[config.mk]
export PLATFORM = sky130hd
export DESIGN_NAME = resp_request_array_parser_unit
export DESIGN_NICKNAME = d
export VERILOG_FILES = /design/src/rtl/rrap_pkg.sv /design/src/rtl/resp_request_array_parser_unit.sv /design/src/rtl/rrap_parse.sv
export SDC_FILE = /design/constraint.sdc
export NUM_CORES = 1
export LEC_CHECK = 0
export ABC_AREA = 1
export BUFFER_PORTS_ARGS = -buffer_cell sky130_fd_sc_hd__buf_4
export CAP_MARGIN = 25
export CELL_PAD_IN_SITES_DETAIL_PLACEMENT = 1
export CELL_PAD_IN_SITES_GLOBAL_PLACEMENT = 2
export CORE_MARGIN = 5
export CORE_UTILIZATION = 35
export CTS_BUF_LIST = sky130_fd_sc_hd__clkbuf_4 sky130_fd_sc_hd__clkbuf_8
export DETAILED_ROUTE_END_ITERATION = 8
export PLACE_DENSITY_LB_ADDON = 0.25
export REMOVE_ABC_BUFFERS = 1
export SETUP_SLACK_MARGIN = 0.2
export SLEW_MARGIN = 5
export SYNTH_ARGS = -nofsm -noshare
export SYNTH_HDL_FRONTEND = slang
export SYNTH_SLANG_ARGS = --single-unit
[constraint.sdc]
create_clock -name clk_i -period 9.3 [get_ports clk_i]
set_clock_uncertainty 0.15 [all_clocks]
set_input_delay 1.395 -clock clk_i [delete_from_list [all_inputs] [get_ports clk_i]]
set_output_delay 1.395 -clock clk_i [all_outputs]
set_load 0.03 [all_outputs]
[src/rtl/rrap_pkg.sv]
package rrap_pkg;

  // Parser phases
  typedef enum logic [2:0] {
    PH_ARRAY   = 3'd0,
    PH_COUNT   = 3'd1,
    PH_SKIP    = 3'd2,
    PH_ELEM    = 3'd3,
    PH_LENGTH  = 3'd4,
    PH_PAYLOAD = 3'd5,
    PH_DONE    = 3'd6,
    PH_ERROR   = 3'd7
  } phase_e;

  // Error codes reported in error_kind
  typedef enum logic [2:0] {
    ERR_NONE      = 3'd0,
    ERR_ARRAY_MRK = 3'd1,
    ERR_ELEM_MRK  = 3'd2,
    ERR_NONDIGIT  = 3'd3,
    ERR_TRUNC     = 3'd4,
    ERR_TOO_LARGE = 3'd5
  } err_e;

  // Configuration register indexes
  typedef enum logic [1:0] {
    CFG_ARRAY_MARKER   = 2'd0,
    CFG_ELEMENT_MARKER = 2'd1,
    CFG_NUM_TERMINATOR = 2'd2,
    CFG_LINE_END_BYTE  = 2'd3
  } cfg_idx_e;

  localparam logic [7:0] CFG_ARRAY_MARKER_RST   = 8'd42;
  localparam logic [7:0] CFG_ELEMENT_MARKER_RST = 8'd36;
  localparam logic [7:0] CFG_NUM_TERMINATOR_RST = 8'd13;
  localparam logic [7:0] CFG_LINE_END_BYTE_RST  = 8'd10;

  localparam logic [7:0] ASCII_ZERO = 8'd48;
  localparam logic [7:0] ASCII_NINE = 8'd57;

  localparam int unsigned ACC_W = 16;
  localparam int unsigned ECNT_W = 10;

  typedef struct packed {
    logic [7:0] array_marker;
    logic [7:0] element_marker;
    logic [7:0] number_terminator;
    logic [7:0] line_end_byte;
  } cfg_t;

  typedef struct packed {
    logic [7:0] data_byte;
    logic       end_of_message;
  } in_t;

  typedef struct packed {
    logic [7:0]        out_byte;
    logic              byte_valid;
    logic [ECNT_W-1:0] element_number;
    logic              last_of_element;
    logic              request_done;
    logic [2:0]        error_kind;
  } out_t;

endpackage

[src/rtl/resp_request_array_parser_unit.sv]
// Request array parser: takes a serialised command one byte per item on the
// input channel (data byte plus end-of-message flag) and emits one result
// item per payload byte, per empty element, per zero-count request, per error
// and per truncated request. Bytes that only carry framing give no result.
// Configuration registers (array marker, element marker, number terminator,
// line-end byte) are written through the cfg channel, which is always ready;
// write them only while the block is idle.
// An accepted item is first held in the input register; when the parser
// steps on it, any result it gives is loaded into the result register.
// Throughput: one item per cycle. A single input register feeds the parse
// logic and the result register; the parser state advances once per item.
// When the receiver stalls, the result register holds its item, the input
// register holds the next one, and in_ready_o drops until out_ready_i rises.
// Reset empties both registers, returns the parser to waiting for an array
// marker and loads the default register values.
module resp_request_array_parser_unit #(
  parameter int unsigned MAX_ELEMENTS = 1024,
  parameter int unsigned MAX_LENGTH   = 65535
) (
  input  logic           clk_i,
  input  logic           rst_ni,
  input  logic           in_valid_i,
  output logic           in_ready_o,
  input  rrap_pkg::in_t  in_data_i,
  output logic           out_valid_o,
  input  logic           out_ready_i,
  output rrap_pkg::out_t out_data_o,
  input  logic           cfg_valid_i,
  output logic           cfg_ready_o,
  input  logic [1:0]     cfg_index_i,
  input  logic [7:0]     cfg_data_i
);

  rrap_pkg::cfg_t cfg_q;
  rrap_pkg::in_t  in_q;
  logic           in_valid_q;
  rrap_pkg::out_t out_q;
  logic           out_valid_q;
  logic           step;
  logic           have;
  rrap_pkg::out_t res;

  assign cfg_ready_o = 1'b1;
  assign step        = in_valid_q && (!out_valid_q || out_ready_i);
  assign in_ready_o  = !in_valid_q || step;
  assign out_valid_o = out_valid_q;
  assign out_data_o  = out_q;

  always_ff @(posedge clk_i or negedge rst_ni) begin
    if (!rst_ni) begin
      cfg_q.array_marker      <= rrap_pkg::CFG_ARRAY_MARKER_RST;
      cfg_q.element_marker    <= rrap_pkg::CFG_ELEMENT_MARKER_RST;
      cfg_q.number_terminator <= rrap_pkg::CFG_NUM_TERMINATOR_RST;
      cfg_q.line_end_byte     <= rrap_pkg::CFG_LINE_END_BYTE_RST;
    end else if (cfg_valid_i) begin
      unique case (rrap_pkg::cfg_idx_e'(cfg_index_i))
        rrap_pkg::CFG_ARRAY_MARKER:   cfg_q.array_marker      <= cfg_data_i;
        rrap_pkg::CFG_ELEMENT_MARKER: cfg_q.element_marker    <= cfg_data_i;
        rrap_pkg::CFG_NUM_TERMINATOR: cfg_q.number_terminator <= cfg_data_i;
        rrap_pkg::CFG_LINE_END_BYTE:  cfg_q.line_end_byte     <= cfg_data_i;
        default: begin
        end
      endcase
    end
  end

  // Input register
  always_ff @(posedge clk_i or negedge rst_ni) begin
    if (!rst_ni) begin
      in_valid_q <= 1'b0;
    end else if (in_ready_o) begin
      in_valid_q <= in_valid_i;
    end
  end

  always_ff @(posedge clk_i) begin
    if (in_valid_i && in_ready_o) begin
      in_q <= in_data_i;
    end
  end

  rrap_parse #(
    .MAX_ELEMENTS(MAX_ELEMENTS),
    .MAX_LENGTH  (MAX_LENGTH)
  ) u_parse (
    .clk_i (clk_i),
    .rst_ni(rst_ni),
    .step_i(step),
    .item_i(in_q),
    .cfg_i (cfg_q),
    .have_o(have),
    .res_o (res)
  );

  // Result register: load on a result, drop once taken
  always_ff @(posedge clk_i or negedge rst_ni) begin
    if (!rst_ni) begin
      out_valid_q <= 1'b0;
    end else if (step && have) begin
      out_valid_q <= 1'b1;
    end else if (out_ready_i) begin
      out_valid_q <= 1'b0;
    end
  end

  always_ff @(posedge clk_i) begin
    if (step && have) begin
      out_q <= res;
    end
  end

  a_stall_only_on_full_out: assert property (@(posedge clk_i) disable iff (!rst_ni)
    !in_ready_o |-> (out_valid_o && !out_ready_i))
    else $error("input stalled while result register free");

  a_done_no_error: assert property (@(posedge clk_i) disable iff (!rst_ni)
    (out_valid_o && out_data_o.request_done) |->
      (out_data_o.error_kind == rrap_pkg::ERR_NONE))
    else $error("request done together with an error");

  a_payload_error: assert property (@(posedge clk_i) disable iff (!rst_ni)
    (out_valid_o && out_data_o.byte_valid) |->
      (out_data_o.error_kind == rrap_pkg::ERR_NONE ||
       out_data_o.error_kind == rrap_pkg::ERR_TRUNC))
    else $error("payload byte carries a parse error");

  a_idle_byte_zero: assert property (@(posedge clk_i) disable iff (!rst_ni)
    (out_valid_o && !out_data_o.byte_valid) |-> (out_data_o.out_byte == 8'd0))
    else $error("out_byte set without byte_valid");

endmodule

[src/rtl/rrap_parse.sv]
module rrap_parse #(
  parameter int unsigned MAX_ELEMENTS = 1024,
  parameter int unsigned MAX_LENGTH   = 65535
) (
  input  logic          clk_i,
  input  logic          rst_ni,
  input  logic          step_i,
  input  rrap_pkg::in_t item_i,
  input  rrap_pkg::cfg_t cfg_i,
  output logic          have_o,
  output rrap_pkg::out_t res_o
);

  localparam int unsigned EW = $clog2(MAX_ELEMENTS + 1);
  localparam logic [19:0] CNT_LIM = 20'(MAX_ELEMENTS);
  localparam logic [19:0] LEN_LIM = 20'((MAX_LENGTH > 65535) ? 65535 : MAX_LENGTH);

  rrap_pkg::phase_e              phase_q, phase_d;
  logic                          skip_pay_q, skip_pay_d;
  logic [rrap_pkg::ACC_W-1:0]    acc_q, acc_d;
  logic [EW-1:0]                 eleft_q, eleft_d;
  logic [15:0]                   bleft_q, bleft_d;
  logic [rrap_pkg::ECNT_W-1:0]   ecnt_q, ecnt_d;

  logic [7:0]  b;
  logic        is_digit;
  logic [3:0]  dig;
  logic [19:0] v;
  logic [19:0] lim;
  logic        is_count;
  logic        fin;
  logic        new_error;
  logic [15:0] bdec;

  always_comb begin
    b        = item_i.data_byte;
    is_digit = (b >= rrap_pkg::ASCII_ZERO) && (b <= rrap_pkg::ASCII_NINE);
    dig      = 4'(b - rrap_pkg::ASCII_ZERO);
    v        = {1'b0, acc_q, 3'b000} + {3'b000, acc_q, 1'b0} + {16'd0, dig};
    is_count = (phase_q == rrap_pkg::PH_COUNT);
    lim      = is_count ? CNT_LIM : LEN_LIM;

    phase_d    = phase_q;
    skip_pay_d = skip_pay_q;
    acc_d      = acc_q;
    eleft_d    = eleft_q;
    bleft_d    = bleft_q;
    ecnt_d     = ecnt_q;
    fin        = 1'b0;
    bdec       = bleft_q;

    have_o               = 1'b0;
    res_o.out_byte       = 8'd0;
    res_o.byte_valid     = 1'b0;
    res_o.element_number = ecnt_q;
    res_o.last_of_element = 1'b0;
    res_o.request_done   = 1'b0;
    res_o.error_kind     = rrap_pkg::ERR_NONE;

    unique case (phase_q)
      rrap_pkg::PH_ARRAY: begin
        if (b == cfg_i.array_marker) begin
          acc_d   = '0;
          ecnt_d  = '0;
          phase_d = rrap_pkg::PH_COUNT;
        end else begin
          have_o           = 1'b1;
          res_o.error_kind = rrap_pkg::ERR_ARRAY_MRK;
          phase_d          = rrap_pkg::PH_ERROR;
        end
      end
      rrap_pkg::PH_COUNT, rrap_pkg::PH_LENGTH: begin
        if (b == cfg_i.number_terminator) begin
          if (is_count) begin
            eleft_d = acc_q[EW-1:0];
            if (acc_q == '0) begin
              have_o             = 1'b1;
              res_o.request_done = 1'b1;
              phase_d            = rrap_pkg::PH_DONE;
            end else begin
              skip_pay_d = 1'b0;
              phase_d    = (cfg_i.number_terminator == cfg_i.line_end_byte) ?
                           rrap_pkg::PH_ELEM : rrap_pkg::PH_SKIP;
            end
          end else begin
            bleft_d    = acc_q;
            skip_pay_d = 1'b1;
            if (cfg_i.number_terminator == cfg_i.line_end_byte) begin
              phase_d = rrap_pkg::PH_PAYLOAD;
              fin     = (acc_q == '0);
            end else begin
              phase_d = rrap_pkg::PH_SKIP;
            end
          end
        end else if (!is_digit) begin
          have_o           = 1'b1;
          res_o.error_kind = rrap_pkg::ERR_NONDIGIT;
          phase_d          = rrap_pkg::PH_ERROR;
        end else if (v > lim) begin
          have_o           = 1'b1;
          res_o.error_kind = rrap_pkg::ERR_TOO_LARGE;
          phase_d          = rrap_pkg::PH_ERROR;
        end else begin
          acc_d = v[rrap_pkg::ACC_W-1:0];
        end
      end
      rrap_pkg::PH_SKIP: begin
        if (b == cfg_i.line_end_byte) begin
          if (!skip_pay_q) begin
            phase_d = rrap_pkg::PH_ELEM;
          end else begin
            phase_d = rrap_pkg::PH_PAYLOAD;
            fin     = (bleft_q == '0);
          end
        end
      end
      rrap_pkg::PH_ELEM: begin
        if (b == cfg_i.element_marker) begin
          acc_d   = '0;
          phase_d = rrap_pkg::PH_LENGTH;
        end else begin
          have_o           = 1'b1;
          res_o.error_kind = rrap_pkg::ERR_ELEM_MRK;
          phase_d          = rrap_pkg::PH_ERROR;
        end
      end
      rrap_pkg::PH_PAYLOAD: begin
        have_o           = 1'b1;
        res_o.out_byte   = b;
        res_o.byte_valid = 1'b1;
        if (bleft_q != '0) begin
          bdec = bleft_q - 16'd1;
        end
        bleft_d = bdec;
        fin     = (bdec == '0);
      end
      rrap_pkg::PH_DONE, rrap_pkg::PH_ERROR: begin
      end
      default: begin
      end
    endcase

    // Close the current element
    if (fin) begin
      have_o                = 1'b1;
      res_o.last_of_element = 1'b1;
      res_o.request_done    = (eleft_q == EW'(1));
      if (eleft_q != '0) begin
        eleft_d = eleft_q - EW'(1);
      end
      ecnt_d = ecnt_q + rrap_pkg::ECNT_W'(1);
      if (eleft_d == '0) begin
        phase_d = rrap_pkg::PH_DONE;
      end else begin
        skip_pay_d = 1'b0;
        phase_d    = rrap_pkg::PH_SKIP;
      end
    end

    // End of message: flag truncation, then rearm for a new request
    new_error = (phase_d == rrap_pkg::PH_ERROR) && (phase_q != rrap_pkg::PH_ERROR);
    if (item_i.end_of_message) begin
      if (!new_error && phase_d != rrap_pkg::PH_DONE && phase_d != rrap_pkg::PH_ERROR) begin
        have_o           = 1'b1;
        res_o.error_kind = rrap_pkg::ERR_TRUNC;
      end
      phase_d    = rrap_pkg::PH_ARRAY;
      skip_pay_d = 1'b0;
      acc_d      = '0;
      eleft_d    = '0;
      bleft_d    = '0;
      ecnt_d     = '0;
    end
  end

  always_ff @(posedge clk_i or negedge rst_ni) begin
    if (!rst_ni) begin
      phase_q    <= rrap_pkg::PH_ARRAY;
      skip_pay_q <= 1'b0;
      acc_q      <= '0;
      eleft_q    <= '0;
      bleft_q    <= '0;
      ecnt_q     <= '0;
    end else if (step_i) begin
      phase_q    <= phase_d;
      skip_pay_q <= skip_pay_d;
      acc_q      <= acc_d;
      eleft_q    <= eleft_d;
      bleft_q    <= bleft_d;
      ecnt_q     <= ecnt_d;
    end
  end

endmodule
* Word level (Yosys, flattened, before mapping)
Index checks and enable logic that the tools add are counted.
** Storage, ports and cells
- Register bits after elaboration :: 124
** Cells by class
- Add/subtract/negate cells :: 6
- Muxes and demuxes :: 78
- $lt $le $gt $ge :: 3
- Reductions and logical operators :: 33
- Equality and inequality tests :: 25
** Operators by type and width (count)
- 16-bit two-way mux :: 12
- 11-bit two-way mux :: 7
- 3-bit two-way mux :: 17
- 16-bit zero test :: 3
- 16-bit case mux with 3 select lines :: 1
- 8-bit == test :: 5
- 10-bit two-way mux :: 4
- 16-bit case mux with 2 select lines :: 1
- 1-bit two-way mux :: 29
- 19-bit by 17-bit adder with 20-bit output :: 1
- 20-bit by 4-bit adder with 20-bit output :: 1
- 20-bit greater-than comparator :: 1
- 3-bit != test, second input constant :: 6
- 16-bit nonzero test :: 1
- 16-bit by 1-bit subtractor with 16-bit output, second input constant :: 1
- 3-bit by 2-bit != test with 1-bit output, second input constant :: 4
- 3-bit case mux with 4 select lines :: 1
- 11-bit by 1-bit == test with 1-bit output, second input constant :: 1
- 11-bit zero test :: 1
- 11-bit nonzero test :: 1
- 11-bit by 1-bit subtractor with 11-bit output, second input constant :: 1
- 10-bit by 1-bit adder with 10-bit output, second input constant :: 1
- 3-bit == test, second input constant :: 3
- 3-bit case mux with 3 select lines :: 1
- other kinds (23) :: 41

* Longest topological paths before layout
- Word-level depth :: 18
- Mapped depth :: 27

* Hierarchy
A second synthesis with hierarchy kept.
** Second synthesis, totals
- Cells, all modules :: 1240
- Area total of the unflattened synthesis :: 9201.3 um^2
** By module, submodules not included
- rrap_parse :: area an instance 6655.1 um^2, cells each 1048, seq. area each 1426.4 um^2, instances 1
- resp_request_array_parser_unit :: area an instance 2546.2 um^2, cells each 192, seq. area each 1854.3 um^2, instances 1

* Worst setup path after synthesis
OpenSTA, ideal clock, no wires.
- Path type :: register to register
- Start point :: reg in_q[4] (netlist bit)
- End point :: reg out_q (netlist bit out_data_o[0]), enable pin
- Path slack :: 4.956 ns
- Clock period less this slack :: 4.344 ns
- Arrival :: 3.816 ns
- Cell stages (with the launch flop) :: 23
- Data required time :: 8.771 ns
- Cell sequence :: edfxtp_1 -> inv_2 -> fa_1 -> inv_1 -> fa_1 -> nand2_1 -> nand2_1 -> nand3_1 -> nand2_1 -> a31oi_1 -> xor2_1 -> inv_1 -> ha_1 -> nand4_1 -> nor3_1 -> nand3_1 -> nand2_1 -> nand2_2 -> nand2_1 -> nand2_1 -> nand4_2 -> nand3_2 -> inv_1
** Between the ends
- Word-level cells in the longest chain between the ends :: 16
- Elaborated cells between the ends (all ways) :: 44
** RTL lines
- start: declaration :: RTL line resp_request_array_parser_unit.sv:35 : rrap_pkg::in_t in_q;
- start signal: assignment :: RTL line resp_request_array_parser_unit.sv:78 : in_q <= in_data_i;
- 4-bit by 1-bit subtractor with 4-bit output / 8-bit == test (equally long branches) :: RTL line rrap_parse.sv:38, rrap_parse.sv:73
- 20-bit by 4-bit adder with 20-bit output / 11-bit two-way mux (equally long branches) :: RTL line rrap_parse.sv:39, rrap_parse.sv:73
- 20-bit greater-than comparator / 11-bit two-way mux (equally long branches) :: RTL line rrap_parse.sv:99, rrap_parse.sv:60
- 3-bit two-way mux / 11-bit two-way mux (equally long branches) :: RTL line rrap_parse.sv:99, rrap_parse.sv:148
- 3-bit two-way mux / 11-bit two-way mux (equally long branches) :: RTL line rrap_parse.sv:95, rrap_parse.sv:144
- 3-bit two-way mux / 11-bit zero test (equally long branches) :: RTL line rrap_parse.sv:73, rrap_parse.sv:152
- 3-bit case mux with 4 select lines / 3-bit two-way mux (equally long branches) :: RTL line rrap_parse.sv:60, rrap_parse.sv:152
- 3-bit two-way mux :: RTL line rrap_parse.sv:144 : if (fin) begin
- 3-bit == test :: RTL line rrap_parse.sv:161 : new_error = (phase_d == rrap_pkg::PH_ERROR) && (phase_q != rrap_pkg::PH_ERROR);
- 1-bit logical AND :: RTL line rrap_parse.sv:161
- 1-bit zero test :: RTL line rrap_parse.sv:163 : if (!new_error && phase_d != rrap_pkg::PH_DONE && phase_d != rrap_pkg::PH_ERROR) begin
- 1-bit logical AND (2 in a row) :: RTL line rrap_parse.sv:163
- 1-bit two-way mux :: RTL line rrap_parse.sv:163
- 1-bit two-way mux (*) :: RTL line rrap_parse.sv:162 : if (item_i.end_of_message) begin
- 1-bit logical AND (*) :: RTL line resp_request_array_parser_unit.sv:107 : if (step && have) begin
- end signal: assignment :: RTL line resp_request_array_parser_unit.sv:108 : out_q <= res;
- end: declaration :: RTL line resp_request_array_parser_unit.sv:37 : rrap_pkg::out_t out_q;
Every way passes the cells marked *; elsewhere a longest branch is shown, timed or not. The select of a mux whose other input is x is not followed.
A chain may end at the register's enable or synchronous reset.

* Final worst setup path
- Start point :: reg in_q[4] (netlist bit)
- End point :: reg out_q (netlist bit out_data_o[18]), enable pin
Same word-level chain as after synthesis.

==> metrics.csv <==
metric,value,unit
outcome,completed,
core_area,24320,sq um
power_density,285.8,nW/um^2
drt-wirelength-per-cell,17.19,microns
cp-end-kind,register,
hold_viol_final,0,
final_cells,1554,
drc,0,
rsz0062_at_grt,false,
drt_wl_total,26.71,mm
yosys_warnings,0,
boundaryPins,51,
yosysSeqAreaShare,37.88,%
rows,57,
path_common_cell,nand2_1,
relSlewSlack,33.60,%
grt_pass1_vias,7989,
numCtsBuffers,17,
fin_nets,1294,
cp.arrival,4940,ps
cts_root_buf,clkbuf_8,
drtAntennaViolNets,0,
dp.cells,1521,
synth_area_leaders,"dfrtp_1 23%, nand2_1 14%, edfxtp_1 11%, ha_1 7.4%, inv_1 5.5%",
maxCapViolations,0,
hold_slack,309.7,ps
area_growth_syn_to_layout,12.28,%
gp_congestion,0.8249,
hp-class,reg -> reg,
drt-initial-drc-count,381,
cts_resized,0,
cpMaxStageDelayCell,inv_1,
fp.dieW,167.3,microns
layout-drive-gt1-share,13.25,%
tightest_slew,995.0,ps
antenna_found_initial,0,
vias,7756,
portBuffers,49,
ys_ff_latch,124,
synth_top_area_cell,dfrtp_1,
clk_latency,460,ps
start_util,35.61,%
total_power,2.779,mW
dr.pass1.iters,5,
die_h,167.3,microns
critical_path_required,9220,ps
setup_tns,0,ps
fmax,0.1989,GHz
fill_cells,3028,
via_per_inst,4.991,
post_cts_buffers,0,
grt.total_usage,19.10,%
setup_viol,0,
clockBufferDepth,2,
hpwlAfterDp,20.39,mm
critPathLaunchType,register,
max_stage_delay,750,ps
worstPathMaxFanout,24,
clkTransAtPathRegs,90,ps
min_period_over_period,54.05,%
pre_cts_ws,4179,ps
period_minus_slack,5027,ps
cp_cell_sequence,"inv_2, fa_1, inv_1, fa_1, nand2_1, nand2_1, nand3_1, nand2_1, a31oi_1, xor2_1, inv_1, ha_1, nand4_1, nor3_1, nand3_1, nand2_1, nand2_2, nand2_1, nand2_1, nand4_2, nand3_2, inv_1",
tritoncts,yes,
dieArea,27990,sq um
holdBufCountCts,0,
avgSynthCellArea,7.409,sq um
worst_slack,4273,ps
synth.cell_area,8661,sq um
htree_levels,4,
synth_cell_types,54,
leakage,4.950,nW
overflow,0,
grt_pass1_wl,43.25,mm
synth_top_area_share,23.40,%
grt_max_degree,74,
cts.sinks,124,
n_antenna_cell,0,
ir_worst_vdd,0.1683,mV
drv_slew,0,
crit_type,reg -> reg,
synthCells,1169,
-- layer usage --
metal  track usage (%)  wire length, microns  vias to the layer above
met3             2.758                   512                        8
met2             31.87                 12840                       78
li1                  -                     -                     3922
met5                 0                     0                        -
met1             26.73                 13190                     3748
met4             3.564                   165                        0
-- cell families (layout without fill, tap and decap cells) --
logic type,after synthesis,count (layout),share of synthesized area (%)
adder cells (fa/ha/maj),53,53,7.830
XOR/XNOR,45,45,4.551
buffers and inverters,168,229,7.931
other,1,1,0.04330
AO/OA/AOI/OAI,178,178,11.50
flip-flops,124,124,37.88
AND/OR/NAND/NOR,600,600,30.27
-- layout by cell type (no fill, tap or decap), types with 5 or more instances in the layout --
| master | n |
|---|---|
| a21oi_1 | 23 |
| a31oi_1 | 5 |
| buf_4 | 53 |
| clkbuf_8 | 17 |
| dfrtp_1 | 81 |
| dfstp_2 | 10 |
| edfxtp_1 | 33 |
| ha_1 | 51 |
| inv_1 | 127 |
| inv_2 | 14 |
| inv_6 | 6 |
| nand2_1 | 328 |
| nand2_2 | 9 |
| nand3_1 | 61 |
| nand3_2 | 5 |
| nand4_1 | 23 |
| nor2_1 | 119 |
| nor2_2 | 10 |
| nor3_1 | 10 |
| nor4_1 | 7 |
| o21ai_0 | 81 |
| o21ai_1 | 38 |
| o21ai_2 | 6 |
| o22ai_1 | 11 |
| or2_2 | 11 |
| xnor2_1 | 14 |
| xor2_1 | 31 |
-- critical path, delay by kind of cell, from the launching register on --
family,cells,cell delay (ps)
AO/OA/AOI/OAI,1,180
adder cells (fa/ha/maj),3,1280
AND/OR/NAND/NOR,13,1420
buffers and inverters,4,990
XOR/XNOR,1,160
flip-flops,1,440
-- Yosys cell counts, drive strengths merged --
master	count
nand3b	1
a31oi	5
o22ai	11
nand3	66
o21ai	125
and2	1
buf	12
a21o	1
xor2	31
a21oi	23
dfrtp	81
and3	3
a22o	1
nand2	339
clkbuf	13
edfxtp	33
nand4	25
o211ai	2
a211oi	3
a32o	3
xnor2	14
o32ai	1
o21a	1
inv	142
or2	13
o31ai	1
conb	1
nor2	131
fa	2
clkinv	1
o21bai	1
ha	51
nor4	7
dfstp	10
nor3	12
nor3b	2
-- power breakdown --
| part | internal [mW] | leakage [nW] | switching, mW |
|---|---|---|---|
| registers | 0.682 | 1.51 | 0.0974 |
| logic | 0.473 | 3.25 | 1.05 |
| clock network | 0.219 | 0.185 | 0.262 |
-- layout make-up --
type,instances,area (sq um),area share (%)
multi-input cells,877,4698,48.31
flip-flops and latches,124,3281,33.74
inverters,143,539.3,5.546
repair buffers,54,425.4,4.375
well taps,324,405.4,4.169
clock buffers,18,241.5,2.483
clock inverters,14,133.9,1.377
-- state kept, by name, summed over array words and instances, names as in the netlist --
name and count:
cfg_q 32, in_q 9, in_valid_q 1, out_data_o 24, out_valid_o 1, u_parse.acc_q 16, u_parse.bleft_q 16, u_parse.ecnt_q 10
u_parse.eleft_q 11, u_parse.phase_q 3, u_parse.skip_pay_q 1
-- metrics by stage --
| stage | utilization (%) | area (sq um) |
|---|---|---|
| global placement | 38.33 | 9321 |
| floorplan | - | 8513 |
| detailed placement | 38.33 | 9321 |
| global route | 39.99 | 9724 |
| finish | 39.99 | 9724 |
| CTS | 39.87 | 9697 |
-- final timing paths --
kind,from,slack (ps),cells past startpoint,to
worst max-delay path,in_q[4]$_DFFE_PP_,4270,22,out_data_o[18]$_SDFFCE_PN0P_
worst min-delay path,u_parse.ecnt_q[3]$_DFFE_PN0P_,310,0,out_data_o[8]$_DFFE_PP_
worst max register to register,in_q[4]$_DFFE_PP_,4270,22,out_data_o[18]$_SDFFCE_PN0P_
worst min register to register,u_parse.ecnt_q[3]$_DFFE_PN0P_,310,0,out_data_o[8]$_DFFE_PP_
max in group asynchronous,rst_ni,7360,3,cfg_q[11]$_DFFE_PN1P_
min in group asynchronous,rst_ni,680,1,u_parse.bleft_q[11]$_DFFE_PN0P_
Note: power is estimated with default switching activity, not from simulation.
